--- src/rtl/delayed_message_slot_table_defines.svh ---
// assertion macros for the delayed message slot table
// used by the top level; no other dependencies
`ifndef DELAYED_MESSAGE_SLOT_TABLE_DEFINES_SVH
`define DELAYED_MESSAGE_SLOT_TABLE_DEFINES_SVH

`ifndef SYNTHESIS
`define DMST_ASSERT_IMP(label, clk, rst_n, a, b) \
    label: assert property (@(posedge clk) disable iff (!(rst_n)) (a) |-> (b)) \
        else $error("dmst assertion failed");
`define DMST_ASSERT_NEXT(label, clk, rst_n, a, b) \
    label: assert property (@(posedge clk) disable iff (!(rst_n)) (a) |=> (b)) \
        else $error("dmst assertion failed");
`else
`define DMST_ASSERT_IMP(label, clk, rst_n, a, b)
`define DMST_ASSERT_NEXT(label, clk, rst_n, a, b)
`endif

`endif

--- src/rtl/dmst_pkg.sv ---
// types and constants shared by the delayed message slot table
// no dependencies
`default_nettype none

package dmst_pkg;

    localparam int SLOTS     = 16;
    localparam int TIME_BITS = 48;
    localparam int IDX_W     = (SLOTS > 1) ? $clog2(SLOTS) : 1;
    localparam int CNT_W     = $clog2(SLOTS + 1);

    localparam logic [TIME_BITS-1:0] TIME_MAX = {TIME_BITS{1'b1}};

    typedef enum logic [2:0] {
        OP_SEND   = 3'd0,
        OP_OBTAIN = 3'd1,
        OP_ERASE  = 3'd2,
        OP_GET    = 3'd3,
        OP_CLEAR  = 3'd4,
        OP_TICK   = 3'd5
    } t_op;

    typedef enum logic [1:0] {
        S_IDLE,
        S_SCAN,
        S_PLACE,
        S_DONE
    } t_state;

    typedef struct packed {
        logic wild_hit;
        logic exact_hit;
        logic due_hit;
    } t_match;

    typedef struct packed {
        logic               found;
        logic [3:0]         slot_index;
        logic [15:0]        out_target;
        logic [15:0]        out_code;
        logic signed [31:0] out_payload;
        logic               dropped;
        logic [4:0]         live_entries;
    } t_rsp;

endpackage

`default_nettype wire

--- src/rtl/dmst_req_if.sv ---
// request channel of the delayed message slot table
// no dependencies
`default_nettype none

interface dmst_req_if;
    logic               valid;
    logic               ready;
    logic [2:0]         op;
    logic [15:0]        target;
    logic [15:0]        code;
    logic [31:0]        delay_ms;
    logic signed [31:0] payload;

    modport source (output valid, op, target, code, delay_ms, payload, input ready);
    modport sink   (input valid, op, target, code, delay_ms, payload, output ready);
endinterface

`default_nettype wire

--- src/rtl/dmst_rsp_if.sv ---
// response channel of the delayed message slot table
// no dependencies
`default_nettype none

interface dmst_rsp_if;
    logic               valid;
    logic               ready;
    logic               found;
    logic [3:0]         slot_index;
    logic [15:0]        out_target;
    logic [15:0]        out_code;
    logic signed [31:0] out_payload;
    logic               dropped;
    logic [4:0]         live_entries;

    modport source (output valid, found, slot_index, out_target, out_code, out_payload,
                    dropped, live_entries, input ready);
    modport sink   (input valid, found, slot_index, out_target, out_code, out_payload,
                    dropped, live_entries, output ready);
endinterface

`default_nettype wire

--- src/rtl/dmst_match_unit.sv ---
// shared compare unit: checks one slot against the current request
// depends on dmst_pkg
`default_nettype none

module dmst_match_unit (
    input  wire logic                          i_valid,
    input  wire logic [15:0]                   i_slot_target,
    input  wire logic [15:0]                   i_slot_code,
    input  wire logic [dmst_pkg::TIME_BITS-1:0] i_slot_due,
    input  wire logic [15:0]                   i_target,
    input  wire logic [15:0]                   i_code,
    input  wire logic [dmst_pkg::TIME_BITS-1:0] i_now,
    output dmst_pkg::t_match                   o_match
);

    logic w_tgt_eq;
    logic w_code_eq;

    assign w_tgt_eq  = (i_slot_target == i_target);
    assign w_code_eq = (i_slot_code == i_code);

    always_comb begin
        o_match.wild_hit  = i_valid && w_tgt_eq && (w_code_eq || (i_code == 16'd0));
        o_match.exact_hit = i_valid && w_tgt_eq && w_code_eq;
        o_match.due_hit   = i_valid && (i_now >= i_slot_due);
    end

endmodule

`default_nettype wire

--- src/rtl/delayed_message_slot_table.sv ---
// delayed message slot table: top level with sequencer and slot storage
// depends on dmst_pkg, dmst_req_if, dmst_rsp_if, dmst_match_unit and the defines header
//
// usage
//   i_req carries one request (op, target, code, delay_ms, payload); o_rsp returns
//   exactly one response per request, in order
//   a single compare unit visits one slot per cycle, lowest slot first
//   send and erase visit all SLOTS slots; send then places the entry in S_PLACE,
//   or drops it if no slot is free; obtain and get stop at the first hit, or
//   after the last slot; clear, tick and unused ops skip the scan and go to S_DONE
//   the response is loaded from S_DONE into the output register, and the
//   sequencer then returns to idle before it accepts the next request
//   i_req.ready is high only while the sequencer is idle
//   a finished response waits in the output register; a stalled receiver holds
//   it there while the next request is accepted and worked on, and that request
//   waits in its final state until the register frees
//   reset empties the table, zeroes the clock and the count and drops any
//   pending response; slot contents are not cleared
`default_nettype none
`include "delayed_message_slot_table_defines.svh"

module delayed_message_slot_table (
    input  wire logic   i_clk,
    input  wire logic   i_rst_n,
    dmst_req_if.sink    i_req,
    dmst_rsp_if.source  o_rsp
);

    localparam int SLOTS     = dmst_pkg::SLOTS;
    localparam int TIME_BITS = dmst_pkg::TIME_BITS;
    localparam int IDX_W     = dmst_pkg::IDX_W;
    localparam int CNT_W     = dmst_pkg::CNT_W;

    // slot storage
    logic [15:0]          r_tgt_mem [SLOTS];
    logic [15:0]          r_code_mem [SLOTS];
    logic [TIME_BITS-1:0] r_due_mem [SLOTS];
    logic signed [31:0]   r_pay_mem [SLOTS];

    logic [15:0]          r_rd_tgt;
    logic [15:0]          r_rd_code;
    logic [TIME_BITS-1:0] r_rd_due;
    logic signed [31:0]   r_rd_pay;

    dmst_pkg::t_state     r_state, n_state;
    logic [IDX_W-1:0]     r_idx, n_idx;
    logic [2:0]           r_op, n_op;
    logic [15:0]          r_target, n_target;
    logic [15:0]          r_code, n_code;
    logic [31:0]          r_delay, n_delay;
    logic signed [31:0]   r_payload, n_payload;
    logic [SLOTS-1:0]     r_valid, n_valid;
    logic [CNT_W-1:0]     r_count, n_count;
    logic [TIME_BITS-1:0] r_now, n_now;
    logic                 r_free_found, n_free_found;
    logic [IDX_W-1:0]     r_free_idx, n_free_idx;
    logic                 r_res_found, n_res_found;
    logic [IDX_W-1:0]     r_res_idx, n_res_idx;
    logic [15:0]          r_res_target, n_res_target;
    logic [15:0]          r_res_code, n_res_code;
    logic signed [31:0]   r_res_payload, n_res_payload;
    logic                 r_res_dropped, n_res_dropped;
    logic                 r_rsp_valid, n_rsp_valid;
    dmst_pkg::t_rsp       r_rsp, n_rsp;

    logic                 w_mem_we;
    logic                 w_last;
    logic [TIME_BITS:0]   w_due_sum;
    logic [TIME_BITS-1:0] w_due;
    dmst_pkg::t_match     w_match;

    dmst_match_unit u_match (
        .i_valid       (r_valid[r_idx]),
        .i_slot_target (r_rd_tgt),
        .i_slot_code   (r_rd_code),
        .i_slot_due    (r_rd_due),
        .i_target      (r_target),
        .i_code        (r_code),
        .i_now         (r_now),
        .o_match       (w_match)
    );

    assign w_last    = (r_idx == IDX_W'(SLOTS - 1));
    assign w_due_sum = {1'b0, r_now} + (TIME_BITS + 1)'(r_delay);
    assign w_due     = w_due_sum[TIME_BITS] ? dmst_pkg::TIME_MAX : w_due_sum[TIME_BITS-1:0];

    assign i_req.ready        = (r_state == dmst_pkg::S_IDLE);
    assign o_rsp.valid        = r_rsp_valid;
    assign o_rsp.found        = r_rsp.found;
    assign o_rsp.slot_index   = r_rsp.slot_index;
    assign o_rsp.out_target   = r_rsp.out_target;
    assign o_rsp.out_code     = r_rsp.out_code;
    assign o_rsp.out_payload  = r_rsp.out_payload;
    assign o_rsp.dropped      = r_rsp.dropped;
    assign o_rsp.live_entries = r_rsp.live_entries;

    always_ff @(posedge i_clk) begin
        if (!i_rst_n) begin
            r_state     <= dmst_pkg::S_IDLE;
            r_valid     <= '0;
            r_count     <= '0;
            r_now       <= '0;
            r_rsp_valid <= 1'b0;
        end else begin
            r_state     <= n_state;
            r_valid     <= n_valid;
            r_count     <= n_count;
            r_now       <= n_now;
            r_rsp_valid <= n_rsp_valid;
        end
    end

    always_ff @(posedge i_clk) begin
        r_idx         <= n_idx;
        r_op          <= n_op;
        r_target      <= n_target;
        r_code        <= n_code;
        r_delay       <= n_delay;
        r_payload     <= n_payload;
        r_free_found  <= n_free_found;
        r_free_idx    <= n_free_idx;
        r_res_found   <= n_res_found;
        r_res_idx     <= n_res_idx;
        r_res_target  <= n_res_target;
        r_res_code    <= n_res_code;
        r_res_payload <= n_res_payload;
        r_res_dropped <= n_res_dropped;
        r_rsp         <= n_rsp;
    end

    // slot data for the next scan index is read from n_idx into the r_rd registers, ready when that index is scanned
    always_ff @(posedge i_clk) begin
        if (w_mem_we) begin
            r_tgt_mem[r_free_idx]  <= r_target;
            r_code_mem[r_free_idx] <= r_code;
            r_due_mem[r_free_idx]  <= w_due;
            r_pay_mem[r_free_idx]  <= r_payload;
        end
        r_rd_tgt  <= r_tgt_mem[n_idx];
        r_rd_code <= r_code_mem[n_idx];
        r_rd_due  <= r_due_mem[n_idx];
        r_rd_pay  <= r_pay_mem[n_idx];
    end

    always_comb begin
        n_state       = r_state;
        n_idx         = r_idx;
        n_op          = r_op;
        n_target      = r_target;
        n_code        = r_code;
        n_delay       = r_delay;
        n_payload     = r_payload;
        n_valid       = r_valid;
        n_count       = r_count;
        n_now         = r_now;
        n_free_found  = r_free_found;
        n_free_idx    = r_free_idx;
        n_res_found   = r_res_found;
        n_res_idx     = r_res_idx;
        n_res_target  = r_res_target;
        n_res_code    = r_res_code;
        n_res_payload = r_res_payload;
        n_res_dropped = r_res_dropped;
        n_rsp         = r_rsp;
        n_rsp_valid   = r_rsp_valid && !o_rsp.ready;
        w_mem_we      = 1'b0;

        unique case (r_state)
            dmst_pkg::S_IDLE: begin
                if (i_req.valid) begin
                    n_op          = i_req.op;
                    n_target      = i_req.target;
                    n_code        = i_req.code;
                    n_delay       = i_req.delay_ms;
                    n_payload     = i_req.payload;
                    n_idx         = '0;
                    n_free_found  = 1'b0;
                    n_res_found   = 1'b0;
                    n_res_idx     = '0;
                    n_res_target  = '0;
                    n_res_code    = '0;
                    n_res_payload = '0;
                    n_res_dropped = 1'b0;
                    n_state       = dmst_pkg::S_DONE;
                    unique case (i_req.op)
                        dmst_pkg::OP_SEND, dmst_pkg::OP_OBTAIN,
                        dmst_pkg::OP_ERASE, dmst_pkg::OP_GET: begin
                            n_state = dmst_pkg::S_SCAN;
                        end
                        dmst_pkg::OP_CLEAR: begin
                            n_valid = '0;
                            n_count = '0;
                        end
                        dmst_pkg::OP_TICK: begin
                            if (r_now != dmst_pkg::TIME_MAX) begin
                                n_now = r_now + TIME_BITS'(1);
                            end
                        end
                        default: begin
                        end
                    endcase
                end
            end

            dmst_pkg::S_SCAN: begin
                n_idx = r_idx + IDX_W'(1);
                unique case (r_op)
                    dmst_pkg::OP_SEND, dmst_pkg::OP_ERASE: begin
                        if (w_match.wild_hit) begin
                            n_valid[r_idx] = 1'b0;
                            n_count        = r_count - CNT_W'(1);
                        end
                        // lowest slot that is free once this pass has removed its matches
                        if (!r_free_found && (!r_valid[r_idx] || w_match.wild_hit)) begin
                            n_free_found = 1'b1;
                            n_free_idx   = r_idx;
                        end
                        if (w_last) begin
                            n_state = (r_op == dmst_pkg::OP_SEND) ? dmst_pkg::S_PLACE
                                                                  : dmst_pkg::S_DONE;
                        end
                    end
                    dmst_pkg::OP_OBTAIN, dmst_pkg::OP_GET: begin
                        if ((r_op == dmst_pkg::OP_OBTAIN) ? w_match.due_hit
                                                          : w_match.exact_hit) begin
                            n_res_found   = 1'b1;
                            n_res_idx     = r_idx;
                            n_res_target  = r_rd_tgt;
                            n_res_code    = r_rd_code;
                            n_res_payload = r_rd_pay;
                            n_state       = dmst_pkg::S_DONE;
                            if (r_op == dmst_pkg::OP_OBTAIN) begin
                                n_valid[r_idx] = 1'b0;
                                n_count        = r_count - CNT_W'(1);
                            end
                        end else if (w_last) begin
                            n_state = dmst_pkg::S_DONE;
                        end
                    end
                    default: begin
                        n_state = dmst_pkg::S_DONE;
                    end
                endcase
            end

            dmst_pkg::S_PLACE: begin
                if (r_free_found) begin
                    w_mem_we            = 1'b1;
                    n_valid[r_free_idx] = 1'b1;
                    n_count             = r_count + CNT_W'(1);
                    n_res_idx           = r_free_idx;
                end else begin
                    n_res_dropped = 1'b1;
                end
                n_state = dmst_pkg::S_DONE;
            end

            dmst_pkg::S_DONE: begin
                if (!r_rsp_valid || o_rsp.ready) begin
                    n_rsp.found        = r_res_found;
                    n_rsp.slot_index   = 4'(r_res_idx);
                    n_rsp.out_target   = r_res_target;
                    n_rsp.out_code     = r_res_code;
                    n_rsp.out_payload  = r_res_payload;
                    n_rsp.dropped      = r_res_dropped;
                    n_rsp.live_entries = 5'(r_count);
                    n_rsp_valid        = 1'b1;
                    n_state            = dmst_pkg::S_IDLE;
                end
            end

            default: begin
                n_state = dmst_pkg::S_IDLE;
            end
        endcase
    end

    `DMST_ASSERT_IMP(a_count_matches_valid, i_clk, i_rst_n, 1'b1,
                     r_count == CNT_W'($countones(r_valid)))
    `DMST_ASSERT_IMP(a_found_not_dropped, i_clk, i_rst_n, r_rsp_valid,
                     !(r_rsp.found && r_rsp.dropped))
    `DMST_ASSERT_NEXT(a_accept_leaves_idle, i_clk, i_rst_n, i_req.valid && i_req.ready,
                      r_state != dmst_pkg::S_IDLE)

endmodule

`default_nettype wire
--- src/flat_wrapper.sv ---
// flat-port wrapper written by rule: the top's interface ports become plain ports
module delayed_message_slot_table_flat 
  (i_clk, i_rst_n, i_req_valid, i_req_op, i_req_target, i_req_code, i_req_delay_ms, i_req_payload, i_req_ready, o_rsp_valid, o_rsp_found, o_rsp_slot_index, o_rsp_out_target, o_rsp_out_code, o_rsp_out_payload, o_rsp_dropped, o_rsp_live_entries, o_rsp_ready);
  dmst_req_if i_req_i ();
  dmst_rsp_if o_rsp_i ();
  input  wire logic i_clk;
  input  wire logic i_rst_n;
  input wire logic [$bits(i_req_i.valid)-1:0] i_req_valid;
  input wire logic [$bits(i_req_i.op)-1:0] i_req_op;
  input wire logic [$bits(i_req_i.target)-1:0] i_req_target;
  input wire logic [$bits(i_req_i.code)-1:0] i_req_code;
  input wire logic [$bits(i_req_i.delay_ms)-1:0] i_req_delay_ms;
  input wire logic [$bits(i_req_i.payload)-1:0] i_req_payload;
  output wire logic [$bits(i_req_i.ready)-1:0] i_req_ready;
  output wire logic [$bits(o_rsp_i.valid)-1:0] o_rsp_valid;
  output wire logic [$bits(o_rsp_i.found)-1:0] o_rsp_found;
  output wire logic [$bits(o_rsp_i.slot_index)-1:0] o_rsp_slot_index;
  output wire logic [$bits(o_rsp_i.out_target)-1:0] o_rsp_out_target;
  output wire logic [$bits(o_rsp_i.out_code)-1:0] o_rsp_out_code;
  output wire logic [$bits(o_rsp_i.out_payload)-1:0] o_rsp_out_payload;
  output wire logic [$bits(o_rsp_i.dropped)-1:0] o_rsp_dropped;
  output wire logic [$bits(o_rsp_i.live_entries)-1:0] o_rsp_live_entries;
  input wire logic [$bits(o_rsp_i.ready)-1:0] o_rsp_ready;
  assign i_req_i.valid = i_req_valid;
  assign i_req_i.op = i_req_op;
  assign i_req_i.target = i_req_target;
  assign i_req_i.code = i_req_code;
  assign i_req_i.delay_ms = i_req_delay_ms;
  assign i_req_i.payload = i_req_payload;
  assign i_req_ready = i_req_i.ready;
  assign o_rsp_valid = o_rsp_i.valid;
  assign o_rsp_found = o_rsp_i.found;
  assign o_rsp_slot_index = o_rsp_i.slot_index;
  assign o_rsp_out_target = o_rsp_i.out_target;
  assign o_rsp_out_code = o_rsp_i.out_code;
  assign o_rsp_out_payload = o_rsp_i.out_payload;
  assign o_rsp_dropped = o_rsp_i.dropped;
  assign o_rsp_live_entries = o_rsp_i.live_entries;
  assign o_rsp_i.ready = o_rsp_ready;
  delayed_message_slot_table u_core (.i_clk(i_clk), .i_rst_n(i_rst_n), .i_req(i_req_i), .o_rsp(o_rsp_i));
endmodule
--- config.mk ---
export PLATFORM = sky130hd
export DESIGN_NAME = delayed_message_slot_table_flat
export DESIGN_NICKNAME = d
export VERILOG_FILES = /design/src/rtl/dmst_pkg.sv /design/src/rtl/dmst_req_if.sv /design/src/rtl/dmst_rsp_if.sv /design/src/rtl/dmst_match_unit.sv /design/src/rtl/delayed_message_slot_table.sv /design/src/flat_wrapper.sv
export VERILOG_INCLUDE_DIRS = /design/src /design/src/rtl
export SDC_FILE = /design/constraint.sdc
export NUM_CORES = 2
export LEC_CHECK = 0
export ABC_AREA = 1
export BUFFER_PORTS_ARGS = -buffer_cell sky130_fd_sc_hd__buf_2
export CORE_ASPECT_RATIO = 1.5
export CORE_UTILIZATION = 46
export DETAILED_ROUTE_END_ITERATION = 6
export REMOVE_ABC_BUFFERS = 1
export SLEW_MARGIN = 40
export SYNTH_ARGS = -nofsm -noshare
export SYNTH_HDL_FRONTEND = slang
export SYNTH_SLANG_ARGS = --single-unit
--- constraint.sdc ---
create_clock -name i_clk -period 15.93 [get_ports i_clk]
set_input_delay 2.3895 -clock i_clk [delete_from_list [all_inputs] [get_ports i_clk]]
set_output_delay 2.3895 -clock i_clk [all_outputs]
set_load 0.05 [all_outputs]
### Word-level counts from Yosys, hierarchy flattened

Memory sizes are Yosys's and may differ from the RTL's. A register that Yosys moved wholly into a read port is not among the register bits.
Index checks and enable logic that the tools add are counted.

* bits in registers: 325
* latch bits: 0
* bits in writable memories: 1792
* bits in read-only memories: 0
* bits of input ports: 103
* memories kept: 4

* $add $sub $neg: 5
* $mul: 0
* div/mod/pow operators: 0
* magnitude comparators: 5
* equal/unequal tests: 30
* shifts and indexed selects: 0
* muxes and demuxes: 66
* bitwise operators: 3
* reductions and logical operators: 35

Memories
* u_core.r_due_mem: words 16, bits a word 48, read ports 1, clocked after memory_dff 1, wr ports 1, line delayed_message_slot_table.sv:37 `logic [TIME_BITS-1:0] r_due_mem [SLOTS];`
* u_core.r_pay_mem: words 16, bits a word 32, read ports 1, clocked after memory_dff 1, wr ports 1, line delayed_message_slot_table.sv:38 `logic signed [31:0] r_pay_mem [SLOTS];`
* u_core.r_code_mem: words 16, bits a word 16, read ports 1, clocked after memory_dff 1, wr ports 1, line delayed_message_slot_table.sv:36 `logic [15:0] r_code_mem [SLOTS];`
* u_core.r_tgt_mem: words 16, bits a word 16, read ports 1, clocked after memory_dff 1, wr ports 1, line delayed_message_slot_table.sv:35 `logic [15:0] r_tgt_mem [SLOTS];`

Operators with widths (number)
* 16-bit 2-to-1 mux: 11
* 32-bit 2-to-1 mux: 3
* 16-bit case mux with 2 select lines: 3
* 32-bit case mux with 2 select lines: 1
* 48-bit by 32-bit adder with 49-bit output: 1
* 48-bit by 1-bit adder with 48-bit output (second input constant): 1
* 48-bit greater-or-equal comparator: 1
* 48-bit 2-to-1 mux: 1
* 48-bit != test (second input constant): 1
* 16-bit case mux with 3 select lines: 1
* 16-bit == test: 2
* 5-bit 2-to-1 mux: 6
* 4-bit 2-to-1 mux: 5
* 1-bit 2-to-1 mux: 17
* 16-bit bitwise AND: 1
* 16-bit logical NOT: 1
* 16-bit inverter: 1
* 16-bit OR: 1
* 4-bit AND reduction: 4
* 3-bit by 2-bit != test with 1-bit output (second input constant): 5
* 5-bit case mux with 3 select lines: 1
* 3-bit by 2-bit == test with 1-bit output (second input constant): 4
* 2-bit 2-to-1 mux: 6
* 2-bit by 1-bit != test with 1-bit output (second input constant): 6
* other kinds (33): 60

### Logic depth before layout (Yosys ltp)

* depth after elaboration: 10
* mapped depth: 18
* mapped depth without buffers: 17

### Cells and area by module

Synthesis repeated with hierarchy kept, for this count alone.

* cell total of the unflattened synthesis: 8751
* area, all modules: 94728.4 um2

By module, submodules not included
* delayed_message_slot_table: instances 1, cells an instance 8438, area each 92931.6 um2, seq. area each 65052.4 um2
* dmst_match_unit: instances 1, cells an instance 313, area each 1796.7 um2, seq. area each 0.0 um2

### Least setup slack after synthesis

Ideal clock, no wire load.

* kind: reg-to-reg
* from: reg u_core.r_state[0]
* to: mem u_core.r_code_mem[15][0] (enable)
* library setup time: 0.721 ns
* data arrival time: 8.753 ns
* required time: 15.209 ns
* setup slack: 6.456 ns
* cell stages (with the launch flop): 6
* buffers on the path: 1
* period minus slack after synthesis: 9.474 ns
* path through: dfxtp_1 -> inv_1 -> ha_1 -> clkbuf_1 -> nand2_1 -> nor3_1

* cells in the longest elaborated chain, start to end: 4

RTL lines
* start, declared: line delayed_message_slot_table.sv:45 `dmst_pkg::t_state r_state, n_state;`
* start signal, assigned: line delayed_message_slot_table.sv:99 `r_state <= dmst_pkg::S_IDLE;`
* start signal, assigned: line delayed_message_slot_table.sv:105 `r_state <= n_state;`
* 2-bit == test: line delayed_message_slot_table.sv:168 `unique case (r_state)`
* 1-bit 2-to-1 mux: line delayed_message_slot_table.sv:168
* 1-bit 2-to-1 mux: line delayed_message_slot_table.sv:133 `if (w_mem_we) begin`
* 1-bit 2-to-1 mux (not written as such): line delayed_message_slot_table.sv:135 `r_code_mem[r_free_idx] <= r_code;`
* end, declared: line delayed_message_slot_table.sv:36

Every way passes these cells.

### Worst setup path after layout

* from: in i_req_valid
* to: reg u_core.r_rd_due[27] (read register of u_core.r_due_mem)

* cells in the longest elaborated chain, start to end: 2

RTL lines
* start, declared: line flat_wrapper.sv:8 `input wire logic [$bits(i_req_i.valid)-1:0] i_req_valid;`
* 4-bit 2-to-1 mux: line delayed_message_slot_table.sv:170 `if (i_req.valid) begin`
* 4-bit case mux with 2 select lines: line delayed_message_slot_table.sv:168
* end, declared: line delayed_message_slot_table.sv:42 `logic [TIME_BITS-1:0] r_rd_due;`

Every way passes these cells.
A chain may end at the register's enable or synchronous reset.

==> summary.txt <==
Power
  – Leakage Power: 33.4 nW
  – Worst VDD drop: 230 uV
  – Pwr/cell area: 181 nW/um^2

Clocking
  – Num CTS Buffers: 212
  – CTS Sinks: 2229
  – Max clock buf depth: 4
  – CTS tree: yes
  – Worst-Skew Late Latency: 910 ps
  – H-tree levels: 4
  – Root Buffer: clkbuf_16
  – Number of setup buffers added after CTS: 0
  – Post_cts resized: 0
  – CTS Hold Bufs: 0
  – Worst-path clk slew: 70 ps

Logic synthesis
  – Xor and xnor area share after synthesis: 0.00838
  – Largest family of logic cells by synthesized area: compound AO/OA/AOI/OAI gates
  – Mux share of post-synthesis cell area: 0
  – Simple-Gate Fraction of Synth Area: 0.0972
  – EDFF count, synth: 2041
  – Synth async-reset ratio: 0
  – Avg Cell Area, Syn: 12.8 sq um
  – Post-synthesis adder-cell area fraction: 0.0134
  – Syn Inst Count: 6963
  – Warnings, synthesis: 0
  – Sequential fraction of the synthesis area: 0.732
  – Distinct cells, synth: 50
  – Register bit total from synthesis: 2229
  – Synthesized cell area: 88900 sq um
  – Top_reg_cell synth: edfxtp_1
  – Synth Area in Compound Gates: 0.116

Worst setup path
  – CP Capture Type: flop
  – Crit Path Max Fanout: 106
  – Startpoint Class: primary input
  – Worst EP required: 16710 ps
  – R2r setup slk: 9870 ps
  – Crit-path slowest cell: buf_4
  – Crit path cell chain: buf_2 -> nand2_2 -> o21ai_4 -> o21ai_4 -> buf_6 -> buf_12 -> buf_16 -> buf_6 -> buf_4 -> buf_4 -> buf_12 -> o21ai_0 -> o221ai_1 -> nand3_1 -> nand2_1
  – Crit path DAT: 7410 ps
  – Worst Setup Path Type: primary input to flop
  – CP peak stage delay: 640 ps

Die
  – Core region area: 192000 sq um
  – Die ar.: 195000 sq um
  – Die Height: 540 um
  – Die X: 361 um
  – Initial core utilization: 0.463
  – Top Ports: 180
  – Site row count: 197

Outcome
  – Status: finished clean

Final layout
  – Nets: 7246
  – Area grow syn2layout: 11.6%
  – Non-Filler Instances: 9710
  – Most common cell after layout, fill and taps aside: edfxtp_1
  – Layout cells sized above 1: 0.0893
  – Most frequent cells in the layout: edfxtp_1 (2041), nor2_1 (1113), o21ai_0 (791), nand2_1 (648), o221ai_1 (385)

Global route
  – Largest net degree at the start of global routing: 205
  – Vias in the first global route: 56419
  – Total GRT Usage: 0.250
  – First-pass GRT wire length: 365000 um
  – Grt ovf: 0
  – Initial antenna violation count: 3

Route
  – Initial DRC Count: 5709
  – Via density: 5.91
  – ANT nets after route: 0
  – Routed length per placed instance: 25.6 um
  – Via count: 57404
  – Post-Route WL: 249000 um
  – Residual DRC: 0
  – DRT Pass-1 Iters: 5

Timing
  – Final min period: 6620 ps
  – Final hold vios: 0
  – Worst clock skew: 87.6 ps
  – Period utilization: 0.416
  – Worst hold slack: 417 ps
  – RSZ-0062 raised after global routing: no
  – Max-Slew Margin vs Limit: 0.404
  – Worst Max-Slew Pin Slew: 894 ps
  – Finish-stage setup viols: 0
  – Final Slew Violations: 0
  – Max frequency: 151 MHz

Job
  – Max-cap violation count: 0

Placed design
  – Placed insts: 9318
  – IO buf count: 179
  – DPL Wire Length: 132000 um
  – Routability Congestion: 1.03

Min path
  – Hold crit path type: flop to flop
-- worst paths after layout --
path	from	to	depth (start not counted)
setup / recovery	i_req_valid	u_core.r_rd_due[27]	15
hold / removal	u_core.r_res_payload[9]	u_core.o_rsp.out_payload[9]	0
setup reg to reg	u_core.r_state[1]	u_core.r_rd_due[27]	16
hold reg to reg	u_core.r_res_payload[9]	u_core.o_rsp.out_payload[9]	0
-- cell usage after synthesis, types with 4 or more instances --
cell,count,area share
clkbuf_1,202,0.0085
o21bai_1,6,0.00051
dfxtp_1,188,0.042
o21a_1,4,0.00034
buf_4,11,0.00093
o211ai_1,67,0.0057
xor2_1,60,0.0059
a21oi_1,151,0.0085
ha_1,92,0.013
a31o_2,8,0.00079
nor3_1,39,0.0022
o22ai_1,65,0.0046
buf_1,23,0.00097
o21ai_1,168,0.0095
or2_2,18,0.0013
xnor2_1,25,0.0025
nor4_1,13,0.00092
o21ai_0,792,0.045
nand4_1,18,0.0013
nand3_1,274,0.015
nand2_1,648,0.027
inv_1,299,0.013
a31oi_1,4,0.00028
o221ai_1,385,0.038
inv_2,6,0.00025
nor3b_1,4,0.00034
nor2_1,1130,0.048
edfxtp_1,2041,0.69
a21o_1,10,0.00084
a211oi_1,7,0.00059
buf_2,176,0.0099
-- metal layers --
layer / track usage / part of all wire / wire, um
met1: 0.332 / 0.42 / 104000
met2: 0.422 / 0.49 / 121000
met3: 0.0320 / 0.062 / 15400
met4: 0.0903 / 0.036 / 8870
met5: 0 / 0 / 0
-- worst max-delay path: cells and delay by family --
family | cells | cell delay, ps
compound gates | 4 | 780
buf+inv | 8 | 3520
simple gates | 3 | 370
-- logic make-up (layout without fill, tap and decap cells) --
family,count (synthesis),count (layout)
AOI/OAI and AO/OA,1680,1680
DFF,2229,2229
buffers and inverters,722,980
xor gates and xnor gates,85,85
other,0,2
and+or+nand+nor,2153,2153
adders and majority gates,94,94
-- metrics by stage --
| stage | TNS [ps] | area (sq um) | setup slack, ps | power [mW] | utilization |
|---|---|---|---|---|---|
| floorplan | -1911510 | 87100 | -17080 | 11.7 | - |
| global placement | 0 | 92100 | 8370 | 12.9 | 0.479 |
| global route | 0 | 99200 | 9060 | 18.9 | 0.517 |
| finish | 0 | 99200 | 9310 | 18.0 | 0.517 |
| detailed placement | 0 | 92400 | 8460 | 13.1 | 0.481 |
| CTS | 0 | 99000 | 9340 | 18.1 | 0.516 |
-- where the power goes --
group / switching [mW] / total, mW / internal, mW / leakage, nW
sequential: 0.305 / 7.39 / 7.08 / 20.1
combinational: 4.08 / 5.63 / 1.56 / 10.1
clock: 2.17 / 4.95 / 2.78 / 3.25
-- flip-flops by register name, indices dropped and copies added (netlist names), 48 cells and up --
register	cells
u_core.r_due_mem	768
u_core.r_pay_mem	512
u_core.r_now	48
u_core.r_code_mem	256
u_core.r_rd_due	48
u_core.r_tgt_mem	256
-- layout make-up --
| type | instances | area (sq um) |
|---|---|---|
| antenna | 2 | 5.00 |
| clock buffer | 287 | 5770 |
| clock inverter | 99 | 912 |
| fill | 16230 | 92800 |
| inverter | 308 | 1220 |
| multi-input combinational | 4012 | 21000 |
| sequential | 2229 | 65100 |
| tap | 2487 | 3110 |
| timing repair buffer | 286 | 2070 |
Power figures use the tool's default switching activity.
